===== src/design/assert_macros.svh =====
// ----------------------------------------------------------------------------
// Assertion macros for the pulse width capture design.
// Concurrent assertions clocked on the rising edge; compiled out under SYNTH.
// ----------------------------------------------------------------------------
`ifndef ASSERT_MACROS_SVH
`define ASSERT_MACROS_SVH

`ifndef SYNTH

// Checked at every edge outside reset.
`define PWC_ASSERT(label, clk, rst_n, prop, msg) \
    label: assert property (@(posedge clk) disable iff (!rst_n) prop) else $error(msg);

// Checked at every edge, reset included.
`define PWC_ASSERT_ALWAYS(label, clk, prop, msg) \
    label: assert property (@(posedge clk) prop) else $error(msg);

`else

`define PWC_ASSERT(label, clk, rst_n, prop, msg)
`define PWC_ASSERT_ALWAYS(label, clk, prop, msg)

`endif

`endif


===== src/design/pwc_pkg.sv =====
`timescale 1ns / 1ps
// ----------------------------------------------------------------------------
// pwc_pkg
// Types, constants and helper functions for the pulse width capture block.
// ----------------------------------------------------------------------------
package pwc_pkg;

    // Capacity of the capture buffer in duration words.
    localparam int BUFFER_WORDS = 16384;
    // Word counter wide enough to hold BUFFER_WORDS itself.
    localparam int WC_W         = $clog2(BUFFER_WORDS + 1);

    localparam int DUR_W        = 15;
    localparam int IDX_W        = 14;
    localparam int TS_W         = 32;
    localparam int NOISE_W      = 32;
    localparam int CFG_IDX_W    = 1;

    // Opcodes.
    localparam logic [1:0] OP_EDGE   = 2'd0;
    localparam logic [1:0] OP_START  = 2'd1;
    localparam logic [1:0] OP_STATUS = 2'd2;
    localparam logic [1:0] OP_STOP   = 2'd3;

    // Result kinds.
    localparam logic [1:0] KIND_CAPTURE  = 2'd0;
    localparam logic [1:0] KIND_NOISE    = 2'd1;
    localparam logic [1:0] KIND_OVERFLOW = 2'd2;

    // Configuration register indexes.
    localparam logic [CFG_IDX_W-1:0] CFG_IDLE_LIMIT = 1'd0;
    localparam logic [CFG_IDX_W-1:0] CFG_GLITCH_THR = 1'd1;

    localparam logic [DUR_W-1:0] IDLE_LIMIT_RST = 15'd12000;
    localparam logic [DUR_W-1:0] GLITCH_THR_RST = 15'd140;

    typedef struct packed {
        logic [1:0]      opcode;
        logic [TS_W-1:0] timestamp;
        logic            pin_level;
    } t_in;

    typedef struct packed {
        logic [1:0]         kind;
        logic [DUR_W-1:0]   duration;
        logic               low_phase;
        logic [IDX_W-1:0]   word_index;
        logic [NOISE_W-1:0] noise_total;
        logic               last;
    } t_out;

    typedef struct packed {
        logic [DUR_W-1:0] idle_limit;
        logic [DUR_W-1:0] glitch_threshold;
    } t_cfg;

    // Hand-over of computed results from the core to the output buffer.
    typedef struct packed {
        logic load;
        logic two;
    } t_load_ctl;

    typedef struct packed {
        logic can_load;
        logic pend;
    } t_obuf_status;

    function automatic logic [DUR_W-1:0] clamp_dur(input logic [TS_W-1:0]  d,
                                                   input logic [DUR_W-1:0] lim);
        logic [DUR_W-1:0] res;
        res = (d > TS_W'(lim)) ? lim : d[DUR_W-1:0];
        return res;
    endfunction

endpackage


===== src/design/pwc_cfg_regs.sv =====
`timescale 1ns / 1ps
// ----------------------------------------------------------------------------
// pwc_cfg_regs
// Configuration registers: clamp limit and glitch threshold.
// ----------------------------------------------------------------------------
module pwc_cfg_regs (
    input  logic                          i_clk,
    input  logic                          i_rst_n,
    input  logic                          i_cfg_valid,
    output logic                          o_cfg_ready,
    input  logic [pwc_pkg::CFG_IDX_W-1:0] i_cfg_index,
    input  logic [pwc_pkg::DUR_W-1:0]     i_cfg_data,
    output pwc_pkg::t_cfg                 o_cfg
);

    pwc_pkg::t_cfg r_cfg;
    pwc_pkg::t_cfg n_cfg;

    assign o_cfg_ready = 1'b1;
    assign o_cfg       = r_cfg;

    always_comb begin
        n_cfg = r_cfg;
        if (i_cfg_valid) begin
            case (i_cfg_index)
                pwc_pkg::CFG_IDLE_LIMIT: n_cfg.idle_limit       = i_cfg_data;
                pwc_pkg::CFG_GLITCH_THR: n_cfg.glitch_threshold = i_cfg_data;
                default:                 n_cfg                  = r_cfg;
            endcase
        end
    end

    always_ff @(posedge i_clk) begin
        if (!i_rst_n) begin
            r_cfg.idle_limit       <= pwc_pkg::IDLE_LIMIT_RST;
            r_cfg.glitch_threshold <= pwc_pkg::GLITCH_THR_RST;
        end else begin
            r_cfg <= n_cfg;
        end
    end

endmodule


===== src/design/pwc_core.sv =====
`timescale 1ns / 1ps
// ----------------------------------------------------------------------------
// pwc_core
// Input register, capture state and the single-pass edge evaluation that
// produces up to two result beats per item.
// ----------------------------------------------------------------------------
module pwc_core (
    input  logic              i_clk,
    input  logic              i_rst_n,
    input  logic              i_in_valid,
    output logic              o_in_stall,
    input  pwc_pkg::t_in      i_in,
    input  pwc_pkg::t_cfg     i_cfg,
    input  logic              i_can_load,
    output pwc_pkg::t_load_ctl o_load,
    output pwc_pkg::t_out     o_res0,
    output pwc_pkg::t_out     o_res1
);

    localparam int WC_EXT_W = pwc_pkg::WC_W + 1;

    logic                          r_in_v;
    pwc_pkg::t_in                  r_in;

    logic [pwc_pkg::TS_W-1:0]      r_rise_time, n_rise_time;
    logic [pwc_pkg::TS_W-1:0]      r_fall_time, n_fall_time;
    logic [pwc_pkg::WC_W-1:0]      r_word_count, n_word_count;
    logic [pwc_pkg::NOISE_W-1:0]   r_noise_count, n_noise_count;
    logic                          r_capturing, n_capturing;

    logic [pwc_pkg::DUR_W-1:0]     low_d;
    logic [pwc_pkg::DUR_W-1:0]     high_d;
    logic [WC_EXT_W-1:0]           wc_p1;
    logic [WC_EXT_W-1:0]           wc_p2;
    logic                          fits;
    logic [1:0]                    res_cnt;
    logic                          fire;
    logic                          in_take;

    assign low_d  = pwc_pkg::clamp_dur(r_in.timestamp - r_fall_time, i_cfg.idle_limit);
    assign high_d = pwc_pkg::clamp_dur(r_fall_time - r_rise_time, i_cfg.idle_limit);
    assign wc_p1  = {1'b0, r_word_count} + WC_EXT_W'(1);
    assign wc_p2  = {1'b0, r_word_count} + WC_EXT_W'(2);
    assign fits   = (wc_p2 <= WC_EXT_W'(pwc_pkg::BUFFER_WORDS));

    always_comb begin
        n_rise_time   = r_rise_time;
        n_fall_time   = r_fall_time;
        n_word_count  = r_word_count;
        n_noise_count = r_noise_count;
        n_capturing   = r_capturing;
        o_res0        = '0;
        o_res1        = '0;
        res_cnt       = 2'd0;
        case (r_in.opcode)
            pwc_pkg::OP_START: begin
                if (!r_capturing) begin
                    n_word_count = '0;
                    n_capturing  = 1'b1;
                end
            end
            pwc_pkg::OP_STATUS: begin
                o_res0.kind        = pwc_pkg::KIND_NOISE;
                o_res0.noise_total = r_noise_count;
                o_res0.last        = 1'b1;
                res_cnt            = 2'd1;
                n_noise_count      = '0;
            end
            pwc_pkg::OP_STOP: begin
                if (r_capturing) begin
                    n_capturing  = 1'b0;
                    n_word_count = '0;
                end
            end
            pwc_pkg::OP_EDGE: begin
                if (r_capturing) begin
                    if (!r_in.pin_level) begin
                        n_fall_time = r_in.timestamp;
                    end else if (low_d < i_cfg.glitch_threshold) begin
                        // A short low pulse is a glitch: it merges into the high time.
                        n_noise_count = r_noise_count + pwc_pkg::NOISE_W'(1);
                    end else begin
                        n_rise_time = r_in.timestamp;
                        if (fits) begin
                            o_res0.kind       = pwc_pkg::KIND_CAPTURE;
                            o_res0.duration   = high_d;
                            o_res0.word_index = pwc_pkg::IDX_W'(r_word_count);
                            o_res1.kind       = pwc_pkg::KIND_CAPTURE;
                            o_res1.duration   = low_d;
                            o_res1.low_phase  = 1'b1;
                            o_res1.word_index = pwc_pkg::IDX_W'(wc_p1);
                            o_res1.last       = 1'b1;
                            res_cnt           = 2'd2;
                            n_word_count      = wc_p2[pwc_pkg::WC_W-1:0];
                        end else begin
                            o_res0.kind = pwc_pkg::KIND_OVERFLOW;
                            o_res0.last = 1'b1;
                            res_cnt     = 2'd1;
                            n_capturing = 1'b0;
                        end
                    end
                end
            end
            default: begin
                res_cnt = 2'd0;
            end
        endcase
    end

    // Items without results never wait for the output buffer.
    assign fire        = r_in_v && ((res_cnt == 2'd0) || i_can_load);
    assign o_load.load = fire && (res_cnt != 2'd0);
    assign o_load.two  = (res_cnt == 2'd2);
    assign o_in_stall  = r_in_v && !fire;
    assign in_take     = i_in_valid && !o_in_stall;

    always_ff @(posedge i_clk) begin
        if (!i_rst_n) begin
            r_in_v        <= 1'b0;
            r_rise_time   <= '0;
            r_fall_time   <= '0;
            r_word_count  <= '0;
            r_noise_count <= '0;
            r_capturing   <= 1'b0;
        end else begin
            if (in_take) begin
                r_in_v <= 1'b1;
            end else if (fire) begin
                r_in_v <= 1'b0;
            end
            if (fire) begin
                r_rise_time   <= n_rise_time;
                r_fall_time   <= n_fall_time;
                r_word_count  <= n_word_count;
                r_noise_count <= n_noise_count;
                r_capturing   <= n_capturing;
            end
        end
    end

    always_ff @(posedge i_clk) begin
        if (in_take) begin
            r_in <= i_in;
        end
    end

endmodule


===== src/design/pwc_out_buf.sv =====
`timescale 1ns / 1ps
// ----------------------------------------------------------------------------
// pwc_out_buf
// Two-beat result register: the presented beat plus one waiting beat.
// ----------------------------------------------------------------------------
module pwc_out_buf (
    input  logic                  i_clk,
    input  logic                  i_rst_n,
    input  pwc_pkg::t_load_ctl    i_load,
    input  pwc_pkg::t_out         i_res0,
    input  pwc_pkg::t_out         i_res1,
    input  logic                  i_out_stall,
    output logic                  o_out_valid,
    output pwc_pkg::t_out         o_out,
    output pwc_pkg::t_obuf_status o_status
);

    logic          r_out_v, n_out_v;
    logic          r_pend_v, n_pend_v;
    pwc_pkg::t_out r_out;
    pwc_pkg::t_out r_pend;
    logic          out_take;

    assign out_take          = r_out_v && !i_out_stall;
    // New results go in only when both slots are free after this cycle.
    assign o_status.can_load = !r_pend_v && (!r_out_v || out_take);
    assign o_status.pend     = r_pend_v;
    assign o_out_valid       = r_out_v;
    assign o_out             = r_out;

    always_comb begin
        n_out_v  = r_out_v;
        n_pend_v = r_pend_v;
        if (i_load.load) begin
            n_out_v  = 1'b1;
            n_pend_v = i_load.two;
        end else if (out_take) begin
            n_out_v  = r_pend_v;
            n_pend_v = 1'b0;
        end
    end

    always_ff @(posedge i_clk) begin
        if (!i_rst_n) begin
            r_out_v  <= 1'b0;
            r_pend_v <= 1'b0;
        end else begin
            r_out_v  <= n_out_v;
            r_pend_v <= n_pend_v;
        end
    end

    always_ff @(posedge i_clk) begin
        if (i_load.load) begin
            r_out  <= i_res0;
            r_pend <= i_res1;
        end else if (out_take) begin
            r_out  <= r_pend;
        end
    end

endmodule


===== src/design/pulse_width_capture.sv =====
`timescale 1ns / 1ps
// ----------------------------------------------------------------------------
// pulse_width_capture
// Pulse width capture with glitch filter for a receiver pin.
// ----------------------------------------------------------------------------
// The block takes one item per cycle while the input stall is low. Each item
// is registered, evaluated in a single pass against the capture state and its
// results are loaded into a two-beat output register, whose first beat is
// presented once the item has passed the input and the output register. A
// rising edge that yields two duration words occupies the output register for
// two beats, so the next item with results stalls until the second word is
// being taken; items with no result do not wait for the output register. An
// item with results waits in the input register until the output register is
// empty or being emptied and holds no second beat. A result-side stall
// therefore reaches the input stall as soon as one beat is held and an item
// with results is waiting in the input register.
// ----------------------------------------------------------------------------
`include "assert_macros.svh"

module pulse_width_capture (
    input  logic                          i_clk,
    input  logic                          i_rst_n,
    input  logic                          i_in_valid,
    output logic                          o_in_stall,
    input  pwc_pkg::t_in                  i_in,
    output logic                          o_out_valid,
    input  logic                          i_out_stall,
    output pwc_pkg::t_out                 o_out,
    input  logic                          i_cfg_valid,
    output logic                          o_cfg_ready,
    input  logic [pwc_pkg::CFG_IDX_W-1:0] i_cfg_index,
    input  logic [pwc_pkg::DUR_W-1:0]     i_cfg_data
);

    pwc_pkg::t_cfg         cfg;
    pwc_pkg::t_load_ctl    load_ctl;
    pwc_pkg::t_out         res0;
    pwc_pkg::t_out         res1;
    pwc_pkg::t_obuf_status obuf_status;

    pwc_cfg_regs u_cfg (
        .i_clk       (i_clk),
        .i_rst_n     (i_rst_n),
        .i_cfg_valid (i_cfg_valid),
        .o_cfg_ready (o_cfg_ready),
        .i_cfg_index (i_cfg_index),
        .i_cfg_data  (i_cfg_data),
        .o_cfg       (cfg)
    );

    pwc_core u_core (
        .i_clk      (i_clk),
        .i_rst_n    (i_rst_n),
        .i_in_valid (i_in_valid),
        .o_in_stall (o_in_stall),
        .i_in       (i_in),
        .i_cfg      (cfg),
        .i_can_load (obuf_status.can_load),
        .o_load     (load_ctl),
        .o_res0     (res0),
        .o_res1     (res1)
    );

    pwc_out_buf u_obuf (
        .i_clk       (i_clk),
        .i_rst_n     (i_rst_n),
        .i_load      (load_ctl),
        .i_res0      (res0),
        .i_res1      (res1),
        .i_out_stall (i_out_stall),
        .o_out_valid (o_out_valid),
        .o_out       (o_out),
        .o_status    (obuf_status)
    );

    // A waiting second beat implies a presented beat.
    `PWC_ASSERT_ALWAYS(a_pend_needs_out, i_clk, obuf_status.pend |-> o_out_valid, "pending beat without valid output")

    // Only the high-phase capture word is ever delivered without last.
    `PWC_ASSERT(a_nonlast_is_high_word, i_clk, i_rst_n, (o_out_valid && !i_out_stall && !o_out.last) |-> (o_out.kind == pwc_pkg::KIND_CAPTURE && !o_out.low_phase), "non-final beat is not a high-phase word")

    // The low-phase word follows its high-phase word in the next cycle.
    `PWC_ASSERT(a_low_word_follows, i_clk, i_rst_n, (o_out_valid && !i_out_stall && !o_out.last) |=> (o_out_valid && o_out.kind == pwc_pkg::KIND_CAPTURE && o_out.low_phase && o_out.last), "low-phase word missing after high-phase word")

endmodule


===== config.mk =====
export PLATFORM = sky130hd
export DESIGN_NAME = pulse_width_capture
export DESIGN_NICKNAME = d
export VERILOG_FILES = /design/src/design/pwc_pkg.sv /design/src/design/pwc_cfg_regs.sv /design/src/design/pwc_core.sv /design/src/design/pwc_out_buf.sv /design/src/design/pulse_width_capture.sv
export VERILOG_INCLUDE_DIRS = /design/src /design/src/design
export SDC_FILE = /design/constraint.sdc
export NUM_CORES = 1
export LEC_CHECK = 0
export BUFFER_PORTS_ARGS = -buffer_cell sky130_fd_sc_hd__clkbuf_2
export CORE_MARGIN = 2
export CORE_UTILIZATION = 57
export CTS_BUF_LIST = sky130_fd_sc_hd__clkbuf_4
export DETAILED_ROUTE_END_ITERATION = 8
export PLACE_DENSITY = 0.79
export SLEW_MARGIN = 20
export SYNTH_ARGS = -nofsm -noshare
export SYNTH_HDL_FRONTEND = slang
export SYNTH_HIERARCHICAL = 1
export SYNTH_SLANG_ARGS = --single-unit
export TNS_END_PERCENT = 5

===== constraint.sdc =====
create_clock -name i_clk -period 11.8 [get_ports i_clk]
set_clock_uncertainty 0.15 [all_clocks]
set_input_delay 3.54 -clock i_clk [delete_from_list [all_inputs] [get_ports i_clk]]
set_output_delay 3.54 -clock i_clk [all_outputs]
set_load 0.05 [all_outputs]

# After elaboration in Yosys (flattened, before gate mapping)
# Index checks and enable logic that the tools add are counted.
[op_classes]
n_mux = 50
eq_ne = 11
n_lt_le_gt_ge = 4
bitwise_logic = 6
add_sub_neg = 5
n_reduce_logical = 29
[ops]
columns = ["op", "n"]
rows = [
  ["$mux W15", 11],
  ["$mux W65", 2],
  ["$mux W32", 4],
  ["$mux W14", 5],
  ["$gt A32 B15 Y1", 2],
  ["$pmux W32 S2", 1],
  ["$sub A32 B32 Y32", 2],
  ["$mux W17", 3],
  ["$pmux W15 S3", 1],
  ["$add A32 B1 Y32 const B", 1],
  ["$add A15 B2 Y16 const B", 1],
  ["$le A16 B15 Y1 const B", 1],
  ["$lt A15 B15 Y1", 1],
  ["$add A14 B1 Y14 const B", 1],
  ["$mux W1", 14],
  ["$mux W2", 5],
  ["$ne A2 B1 Y1 const B", 5],
  ["$reduce_and A5 Y1", 2],
  ["$pmux W2 S2", 2],
  ["$reduce_and A8 Y1", 1],
  ["$reduce_bool A2 Y1", 4],
  ["$eq A2 B2 Y1 const B", 3],
  ["$logic_and A1 B1 Y1", 6],
  ["$not A1 Y1", 6],
  ["12 further kinds", 21],
]
[word_totals]
word_cells = 129
regBits = 278
inputBits = 56
out_inout_bits = 68

# Logic depth before layout (Yosys ltp)
# Gate-level depths: netlist of run 1.
[depth]
depth_word = 16
mapped_depth = 41
ltp_nobuf = 36

# By module
# Netlist of run 1, hierarchy kept.
[modules_own_cells]
columns = ["mod", "seq_area_each_um2", "instances", "area_each_um2", "cells_each"]
rows = [
  ["pwc_core", 3293.2, 1, 12079.1, 1554],
  ["pwc_out_buf", 3943.8, 1, 4815.9, 214],
  ["pwc_cfg_regs", 600.6, 1, 1206.2, 131],
]

# Worst setup path after synthesis of run 1
# No wires, ideal clock.
[synth_timing]
path_type = "flip-flop to flip-flop"
start = "register u_core/r_in[2] (netlist bit)"
end = "register u_obuf.r_out, in the netlist u_obuf/o_out[0] (enable)"
n_path_buf = 5
required_ns = 11.216
t_arrival_ns = 11.627
setup_time_ns = 0.434
period_less_slack_ns = 12.211
path_stages_with_launch = 40
slack_ns = -0.411
cell_sequence = "edfxtp_1 ha_1 nor2b_1 o31a_1 o21ai_0 nand2b_1 and2_1 o21ai_0 nand2_1 xor2_1 ha_1 nand4_1 or2_2 o31ai_1 nor2_1 or4_1 nor4b_1 nor4bb_1 (+4 left out) o21ai_0 ha_1 a21o_1 a21o_1 a21o_1 a21o_1 a21o_1 a21o_1 a21oi_1 nand3_1 mux2i_2 nor2_1 inv_1 a21oi_1 buf_6 buf_6 buf_6 nand2b_1"
[synth_rtl]
columns = ["item", "line", "rtl"]
rows = [
  ["from (decl)", "pwc_core.sv:23", "pwc_pkg::t_in r_in;"],
  ["from (signal assigned)", "pwc_core.sv:143", "r_in <= i_in;"],
  ["to (signal assigned)", "pwc_out_buf.sv:55", "r_out <= i_res0;"],
  ["to (signal assigned)", "pwc_out_buf.sv:58", "r_out <= r_pend;"],
  ["to (decl)", "pwc_out_buf.sv:20", "pwc_pkg::t_out r_out;"],
]

# Final worst setup path of run 1
[layout_timing]
start = "register u_core/r_in[1] (netlist bit)"
end = "output port o_in_stall"
[layout_between]
elab_chain_len = 13
[layout_rtl]
columns = ["item", "line", "rtl"]
rows = [
  ["$sub A32 B32 Y32 (*)", "pwc_core.sv:40", "assign low_d = pwc_pkg::clamp_dur(r_in.timestamp - r_fall_time, i_cfg.idle_limit);"],
  ["$gt A32 B15 Y1", "pwc_pkg.sv:71", "res = (d > TS_W'(lim)) ? lim : d[DUR_W-1:0];"],
  ["$mux W15 (*)", "pwc_pkg.sv:71", ""],
  ["$lt A15 B15 Y1 (*)", "pwc_core.sv:79", "end else if (low_d < i_cfg.glitch_threshold) begin"],
  ["$mux W2 (*)", "pwc_core.sv:79", ""],
  ["$mux W2 (*)", "pwc_core.sv:77", "if (!r_in.pin_level) begin"],
  ["$mux W2 (*)", "pwc_core.sv:76", "if (r_capturing) begin"],
  ["$pmux W2 S2 (*)", "pwc_core.sv:55", "case (r_in.opcode)"],
  ["$logic_not A2 Y1 (*)", "pwc_core.sv:111", "assign fire = r_in_v && ((res_cnt == 2'd0) || i_can_load);"],
  ["$logic_or A1 B1 Y1 (*)", "pwc_core.sv:111", ""],
  ["$logic_and A1 B1 Y1 (*)", "pwc_core.sv:111", ""],
  ["$logic_not A1 Y1 (*)", "pwc_core.sv:114", "assign o_in_stall = r_in_v && !fire;"],
  ["$logic_and A1 B1 Y1 (*)", "pwc_core.sv:114", ""],
  ["to (decl)", "pulse_width_capture.sv:24", "output logic o_in_stall,"],
]
# Every way passes the cells marked *; elsewhere a longest branch is shown, timed or not.

==> results of run 1 <==
cell usage in the layout (no fill, tap or decap), types with 6 or more instances in the layout:
master,n
nand2_1,180
edfxtp_1,165
dfxtp_1,143
inv_1,133
a21oi_1,129
nor2_1,128
clkbuf_2,121
clkbuf_4,113
ha_1,107
o21ai_0,86
mux2i_1,70
and2_1,62
mux2_2,60
nand3_1,43
a21o_1,38
conb_1,37
nand4_1,34
or3_1,32
nor3_1,25
and3_1,24
clkinv_1,22
o211ai_1,21
buf_4,19
o21a_1,19
xnor2_1,19
o31ai_1,16
xor2_1,16
a211oi_1,15
nand2b_1,14
nor2_2,11
nand3b_1,10
nor2b_1,10
nor4_1,9
or4_1,9
a31oi_1,7
a211o_1,6
o21bai_1,6
mux2_4,6
area by class of cell:
| class | count | area [sq um] |
|---|---|---|
| fill | 2638 | 11400 |
| antenna | 2 | 5.00 |
| tap | 402 | 503 |
| inverter | 135 | 507 |
| clock buffer | 113 | 848 |
| clock inverter | 33 | 179 |
| timing repair buffer | 147 | 853 |
| multi-input combinational | 1365 | 9310 |
| sequential | 309 | 7840 |
timing repair:
action                                 in CTS  in global routing
buffers inserted                            2                  8
setup endpoints to repair                   1                  1
hold buffers                                0                  0
gates cloned                                0                  0
endpoints found under the hold margin       0                  0
pin swaps                                   2                 17
gates resized for setup                     7                 25
through the flow:
step | worst slack (ns) | utilization
after floorplan | 0.973 | -
after global placement | 0.864 | 0.598
after detailed placement | 0.599 | 0.598
after CTS | 0.0196 | 0.632
after global routing | -0.0272 | 0.638
final | 0.349 | 0.638
state kept, by name (all words and copies together) (netlist names):
name and count:
u_core/r_fall_time 32, u_core/r_rise_time 32, u_obuf/o_out_valid 1, u_obuf/o_out 65, u_core/r_in 35, u_core/r_in_v 1, u_core/r_noise_count 32, u_core/r_capturing 1
u_obuf/r_pend_v 1, u_obuf/r_pend 65, u_cfg/o_cfg 30, u_core/r_word_count 14
report_power, final:
group / switching [W] / internal [W] / leakage (nW)
logic: 0.000203 / 0.000121 / 4.43
clock network: 0.000462 / 0.000471 / 0.606
registers: 0.0000222 / 0.00116 / 2.68
total: 0.000687 / 0.00175 / 7.72
worst paths after layout:
| kind | endpoint | slack [ns] | cells past startpoint |
|---|---|---|---|
| hold reg to reg | u_core/r_word_count[13] | 0.31 | 1 |
| setup / recovery | o_in_stall | 0.35 | 34 |
| setup reg to reg | u_obuf/o_out[42] | 2.82 | 36 |
| hold / removal | u_core/r_word_count[13] | 0.31 | 1 |
per-layer routing:
| metal | GRT usage | wire length (microns) | vias to the layer above |
|---|---|---|---|
| met2 | 0.435 | 20800 | 445 |
| li1 | - | - | 7107 |
| met1 | 0.338 | 19200 | 6897 |
| met3 | 0.0501 | 2370 | 102 |
| met5 | 0 | 0 | - |
| met4 | 0.0987 | 1200 | 0 |
==> metrics.md, run 1 <==
| Metric | Value |
|---|---|
| Worst-margin pin slew | `0.851 ns` |
| Slew Viols, Final | `0` |
| Max_cap viols | `0` |
| Routed vias | `~15000` |
| Worst Setup SP | `u_core/r_in[1]` |
| Syn Inst Count | `about 1900` |
| Worst Path Class, Setup | `register to primary output` |
| Highest net fanout along the worst path | `5` |
| RD Place Congestion | `0.964` |
| Wirelength per Cell | `17.4 microns` |
| Layout cells sized above 1 | `0.187` |
| Max-slew headroom | `0.432` |
| Worst Setup End Kind | `primary output` |
| Most frequent CP cell | `a21o_1` |
| Cts bufs inserted | `80` |
| Pwr Total | `about 0.0024 W` |
| Core ar. | `0.0314 sq mm` |
| Setup TNS | `0 ns` |
| Mapped Area | `between 0.015 and 0.02 sq mm` |
| Area delta synth->final | `10.8%` |
| Initial Util | `0.576` |
| Vias per inst | `5.81` |
| Clk sink count | `309` |
| TritonCTS clock tree | `done` |
| Pleak | `7.72 nW` |
| First-pass GRT wire length | `69.9 mm` |
| Power per cell area | `between 100 and 150 mW/mm^2` |
| Worst skew pair latency | `about 0.80 ns` |
| H-Tree Depth | `3` |
| DRC | `0` |
| DRT Pass-1 Iters | `6` |
| Vias in the first global route | `approximately 14000` |
| Root cell of the clock tree | `clkbuf_4` |
| Final ANT Viol Nets | `0` |
| Post-route cell area | `around 0.02 sq mm` |
| Maximum VDD drop | `78.6 uV` |
| Clock-pin slew on the worst setup and hold paths | `roughly 0.07 ns` |
| Max stage delay on crit path | `0.53 ns` |
| Placed Cells incl. Taps | `2347` |
| Min-delay worst type | `register to register` |
| Worst hold margin | `0.305 ns` |
| I/O pins | `between 100 and 150` |
| Iter 0 DRT Violations | `1286` |
| Pin count of the biggest net entering global routing | `approximately 140` |
| Final period util | `0.970` |
| Hpwl dp | `approximately 31 mm` |
| Clk buf depth | `3` |
| Grt ovf | `0` |
| Gr usage total | `0.261` |
| Final setup vio count | `0` |
| Post-route minimum period | `~11 ns` |
| Reg-to-reg critical path startpoint | `u_core/r_in[1]` |
| HP Start | `u_core/r_word_count[13]` |
| Family with the most delay on the worst path | `compound AO/OA/AOI/OAI gates` |
| Hold Fails Final Rpt | `0` |
| CP max stage cell | `or4_4` |
| Critical Path Start Type | `register` |
| Warnings, synthesis | `6` |
| Status | `finished, final reports clean` |
| Cell row count | `between 60 and 70` |
| Required time of the critical path | `a little over 8 ns` |
| Crit path DAT | `approximately 7.8 ns` |
| Buffers and inverters on the worst path | `6` |
| WL final | `~44 mm` |
| Count of non-filler cells in the finished layout | `about 2500` |
| Nets | `between 2000 and 2500` |
| Initial antenna violation count | `2` |
| IO buf count | `roughly 120` |
| Max Clk Rate | `87.3 MHz` |
| Die area | `0.0332 sq mm` |
| Die width | `approximately 180 microns` |
| Placed instance area | `0.0188 sq mm` |
| Avg Cell Area, Syn | `around 9.5 sq um` |
| Die Ht | `~180 microns` |
(Power assumes the default switching activity.)
==> run 2: changes to the inputs <==
- CORE_UTILIZATION: 57 -> 35
- PLACE_DENSITY: 0.79 -> 0.62
==> run 2 against run 1 <==
Compared with the run above: die area grew 61%; register-to-register slack gained 0.79 ns; cell count grew 12%; first-iteration DRC count shrank 27%.
==> metrics.md, run 2 (synthesis results as in run 1) <==
| Metric | Value |
|---|---|
| Cts bufs inserted | `around 90` |
| Vias in the first global route | `14200` |
| Pwr Total | `roughly 0.0026 W` |
| Die area | `roughly 0.054 sq mm` |
| Max Clk Rate | `roughly 90 MHz` |
| Post-route cell area | `roughly 0.021 sq mm` |
| Maximum VDD drop | `88.5 uV` |
| Hpwl dp | `34.5 mm` |
| TritonCTS clock tree | `done` |
| Clk buf depth | `3` |
| Grt ovf | `0` |
| Hold Fails Final Rpt | `0` |
| Clock-pin slew on the worst setup and hold paths | `0.06 ns` |
| Slew Viols, Final | `0` |
| RD Place Congestion | `between 0.9 and 1` |
| Seq pwr share | `0.460` |
| Pin count of the biggest net entering global routing | `around 130` |
| Int Pwr | `~0.0019 W` |
| Setup TNS | `0 ns` |
| Setup WS post-layout | `between 0.3 and 0.4 ns` |
| Clk sink count | `between 300 and 400` |
| Layout cells sized above 1 | `0.199` |
| Pleak | `roughly 8 nW` |
| Post-route minimum period | `roughly 11 ns` |
| Hold Buf Count CTS | `0` |
| Nets | `roughly 2200` |
| Min-delay worst type | `register to register` |
| Die Ht | `231 microns` |
| Status | `finished, final reports clean` |
| Max stage delay on crit path | `0.43 ns` |
| Routed vias | `about 14000` |
| Final period util | `0.969` |
| Initial antenna violation count | `2` |
| Wirelength per Cell | `17.0 microns` |
| Commonest cells after routing, fill and taps aside | `nand2_1 (179), edfxtp_1 (165), dfxtp_1 (143), clkbuf_4 (133), inv_1 (133)` |
| CP max stage cell | `or4_1` |
| Worst skew pair latency | `approximately 0.87 ns` |
| DRC | `0` |
| Cell row count | `83` |
| Most common cell after layout, fill and taps aside | `nand2_1` |
| Max_cap viols | `0` |
| Switch Pwr | `0.000706 W` |
| Worst hold margin | `0.298 ns` |
| Die width | `roughly 230 microns` |
| Final setup vio count | `0` |
| Clock power share | `0.413` |
| Most frequent CP cell | `a21o_1` |
| Worst-margin pin slew | `approximately 0.90 ns` |
| Core ar. | `0.0512 sq mm` |
| Combinational share of power | `0.127` |
| IO buf count | `around 120` |
| Initial Util | `0.353` |
| DRT Pass-1 Iters | `7` |
| Vias per inst | `roughly 5` |
| Root cell of the clock tree | `clkbuf_4` |
| Worst Setup End Kind | `primary output` |
| Pre-CTS WS | `approximately 0.54 ns` |
| Iter 0 DRT Violations | `~940` |
| Max-slew headroom | `0.400` |
| Highest net fanout along the worst path | `6` |
| Worst Path Class, Setup | `register to primary output` |
| Placed instance area | `0.0191 sq mm` |
| First-pass GRT wire length | `roughly 75 mm` |
| H-Tree Depth | `3` |
| Switching Share | `0.274` |
| Area delta synth->final | `14.1%` |
| Critical Path Start Type | `register` |
| Crit path DAT | `7.75 ns` |
| WL final | `47.8 mm` |
| Gr usage total | `0.177` |
| Final ANT Viol Nets | `0` |
| Power per cell area | `between 100 and 150 mW/mm^2` |
| I/O pins | `between 100 and 150` |
| Required time of the critical path | `approximately 8 ns` |
==> run 2: cell count changes in the layout (fill, tap and decap cells not counted), sizes merged <==
cell and change:
diode +3, buf +1, bufinv +2, clkinv -4, clkinvlp -1, clkbuf +20
==> run 2: cell type report <==
type | count | area (sq um)
Inverter | 135 | 507
Timing Repair Buffer | 148 | 856
Antenna cell | 5 | 12.5
Fill cell | 5062 | 30600
Sequential cell | 309 | 7840
Clock inverter | 30 | 219
Tap cell | 680 | 851
Multi-Input combinational cell | 1365 | 9360
Clock buffer | 133 | 998
==> run 2: per-stage QoR <==
| stage | util | std cells |
|---|---|---|
| floorplan | - | 1933 |
| detailed placement | 0.374 | 2624 |
| global route | 0.403 | 2803 |
| CTS | 0.399 | 2790 |
| global placement | 0.374 | 2624 |
| finish | 0.403 | 2805 |
==> run 2: power groups by stage <==
stage          sequential [W]  combinational (W)  clock, W
4_1_cts               0.00118           0.000313   0.00111
2_1_floorplan         0.00122           0.000219         0
5_1_grt               0.00119           0.000356   0.00116
6_report              0.00118           0.000327   0.00106
3_3_place_gp          0.00121           0.000309         0
3_5_place_dp          0.00121           0.000311         0
==> run 2: worst paths after layout <==
path	startpoint	to	slack, ns	cells past startpoint
max	u_core/r_in[1]	o_in_stall	0.36	34
min	u_core/r_word_count[13]	u_core/r_word_count[13]	0.30	1
max reg2reg	u_core/r_in[1]	u_obuf/o_out[45]	3.61	37
min reg2reg	u_core/r_word_count[13]	u_core/r_word_count[13]	0.30	1
==> run 2: critical path: cells and delay by family (launching register included) <==
kind                       cells  cell delay (ns)
xor gates and xnor gates       1             0.12
DFF                            1             0.41
adders and majority gates      4             1.16
buffers and inverters          5             0.63
and+or+nand+nor                8             1.53
muxes                          1             0.17
AOI/OAI and AO/OA             15             2.95
==> run 2: routing by layer <==
metal,part of all wire,GRT usage,wire length (microns)
met2,0.45,0.281,21600
met4,0.029,0.0690,1400
met3,0.049,0.0400,2350
met5,0,0,0
met1,0.47,0.235,22400
==> run 2: timing repair <==
action	in CTS	in global routing
pin swaps	2	19
gates resized for setup	9	30
endpoints found under the setup margin	1	1
buffers inserted	3	10
==> run 3: changes to the inputs <==
- CORE_ASPECT_RATIO: unset -> 0.7
==> run 3 against run 2 <==
Compared with the run above: the run now ends with design-rule violations left; cell area decreased by 1.1%; total power decreased by 4.6%; cell count decreased by 0.61%; combinational power about the same; sequential share of layout area increased by 0.41 points; utilization decreased by 0.23 points; flip-flop and latch count unchanged; die area about the same; setup slack got worse by 0.0043 ns; critical path type unchanged; critical endpoint unchanged; largest power group unchanged.
==> metrics.md, run 3 (synthesis results as in run 1) <==
| Metric | Value |
|---|---|
| Status | `complete, but fails checks` |
| Failing checks | `design-rule violations` |
| Wirelength per Cell | `between 15 and 20 microns` |
| Final ANT Viol Nets | `0` |
| Buffers and inverters on the worst path | `3` |
| Post-layout util | `0.401` |
| Int Pwr | `approximately 0.0018 W` |
| R2R cell count | `36` |
| Hold Fails Final Rpt | `0` |
| Initial Util | `0.355` |
| Placed Cells incl. Taps | `approximately 2600` |
| Power per cell area | `between 100 and 150 mW/mm^2` |
| Worst Path Class, Setup | `register to primary output` |
| Slew Viols, Final | `0` |
| Gr usage total | `0.180` |
| Min-delay worst type | `register to register` |
| Crit. path cell count | `31` |
| First-pass GRT wire length | `75.4 mm` |
| Hold path depth | `1` |
| Sequential cell area | `~0.008 sq mm` |
| RD Place Congestion | `roughly 0.9` |
| Hpwl dp | `between 30 and 40 mm` |
| Critical Path Start Type | `register` |
| Post-route cell area | `slightly above 0.02 sq mm` |
| Core ar. | `0.0509 sq mm` |
| TritonCTS clock tree | `done` |
| Nets | `about 2200` |
| Root cell of the clock tree | `clkbuf_4` |
| Max Clk Rate | `87.4 MHz` |
| Grt ovf | `0` |
| Clk buf depth | `3` |
| WL final | `roughly 49 mm` |
| Switch Pwr | `between 0.0006 and 0.0007 W` |
| Clk sink count | `about 310` |
| Seq pwr share | `0.482` |
| Worst skew pair latency | `between 0.8 and 0.9 ns` |
| Vias in the first global route | `roughly 14000` |
| Fillers | `a little over 5000` |
| Cts bufs inserted | `81` |
| CP max stage cell | `or4_4` |
| Vias per inst | `approximately 5.2` |
| Required time of the critical path | `between 8 and 9 ns` |
| Count of non-filler cells in the finished layout | `about 2800` |
| Routed vias | `~15000` |
| Cell row count | `69` |
| Family with the most delay on the worst path | `compound AO/OA/AOI/OAI gates` |
| Crit path DAT | `7.75 ns` |
| H-Tree Depth | `3` |
| DRT Pass-1 Iters | `8` |
| Commonest cells after routing, fill and taps aside | `nand2_1 (180), edfxtp_1 (165), dfxtp_1 (143), inv_1 (133), a21oi_1 (129)` |
| Initial antenna violation count | `2` |
| Most frequent CP cell | `a21o_1` |
| Hold Buf Count CTS | `0` |
| Clock power share | `0.384` |
| Highest net fanout along the worst path | `8` |
| Die Ht | `194 microns` |
| Final period util | `0.970` |
| Area delta synth->final | `12.8%` |
| Pleak | `7.77 nW` |
| Combinational share of power | `0.134` |
| IO buf count | `roughly 120` |
| Iter 0 DRT Violations | `roughly 1200` |
| Die width | `276 microns` |
| Maximum VDD drop | `67.9 uV` |
| Post-route minimum period | `11.44 ns` |
| DRC | `18` |
| Worst-margin pin slew | `1.11 ns` |
| Pin count of the biggest net entering global routing | `slightly above 70` |
| I/O pins | `124` |
| Layout cells sized above 1 | `0.195` |
| Die area | `0.0536 sq mm` |
| Area of the multi-input gates | `approximately 0.0093 sq mm` |
| Final setup vio count | `0` |
| Worst Setup End Kind | `primary output` |
| Clock-pin slew on the worst setup and hold paths | `0.06 ns` |
| Placed instance area | `about 0.019 sq mm` |
| Switching Share | `0.280` |
| Max-slew headroom | `0.242` |
| Max_cap viols | `0` |
| Most common cell after layout, fill and taps aside | `nand2_1` |
| Max stage delay on crit path | `between 0.5 and 0.6 ns` |
==> run 3: layout make-up <==
class,count,share of cell area
Multi-Input combinational cell,1365,0.456
Sequential cell,309,0.384
Clock buffer,125,0.0460
Timing Repair Buffer,154,0.0426
Tap cell,674,0.0413
Inverter,135,0.0248
Clock inverter,23,0.00533
Antenna cell,3,0.000368
==> run 3: worst paths after layout <==
path / start / end / slack (ns)
setup / recovery: u_core/r_in[1] / o_in_stall / 0.36
hold / removal: u_core/r_word_count[13] / u_core/r_word_count[13] / 0.30
setup reg to reg: u_core/r_in[1] / u_obuf/o_out[35] / 3.02
hold reg to reg: u_core/r_word_count[13] / u_core/r_word_count[13] / 0.30
==> run 3: routing by layer <==
layer | global-route usage | up-vias | share of wire | wire length (microns)
met5 | 0 | - | 0 | 0
met4 | 0.0518 | 0 | 0.019 | 952
met3 | 0.0445 | 65 | 0.068 | 3320
met2 | 0.257 | 452 | 0.42 | 20600
met1 | 0.267 | 6898 | 0.49 | 24100
li1 | - | 7131 | - | -
==> run 3: power groups by stage <==
stage               clock network (W)  logic [W]  registers, W
finish                       0.000942   0.000330       0.00118
global route                  0.00104   0.000357       0.00119
CTS                          0.000983   0.000318       0.00118
detailed placement                  0   0.000315       0.00121
global placement                    0   0.000313       0.00121
floorplan                           0   0.000219       0.00122
==> run 3: timing repair <==
action                     CTS  global route
setup endpoints to repair    1             1
setup buffers                3            11
pin swaps                    2            16
resized for setup            7            20
gates cloned                 0             0
==> run 3: metrics by stage <==
step	power [W]	setup WS (ns)	setup TNS, ns	hold slack, ns
after floorplan	0.00144	0.973	0	0.271
after global placement	0.00152	0.655	0	0.288
after detailed placement	0.00152	0.488	0	0.293
after CTS	0.00248	0.00583	0	0.302
after global routing	0.00258	-0.0408	-0.0408	0.337
final	0.00246	0.358	0	0.298
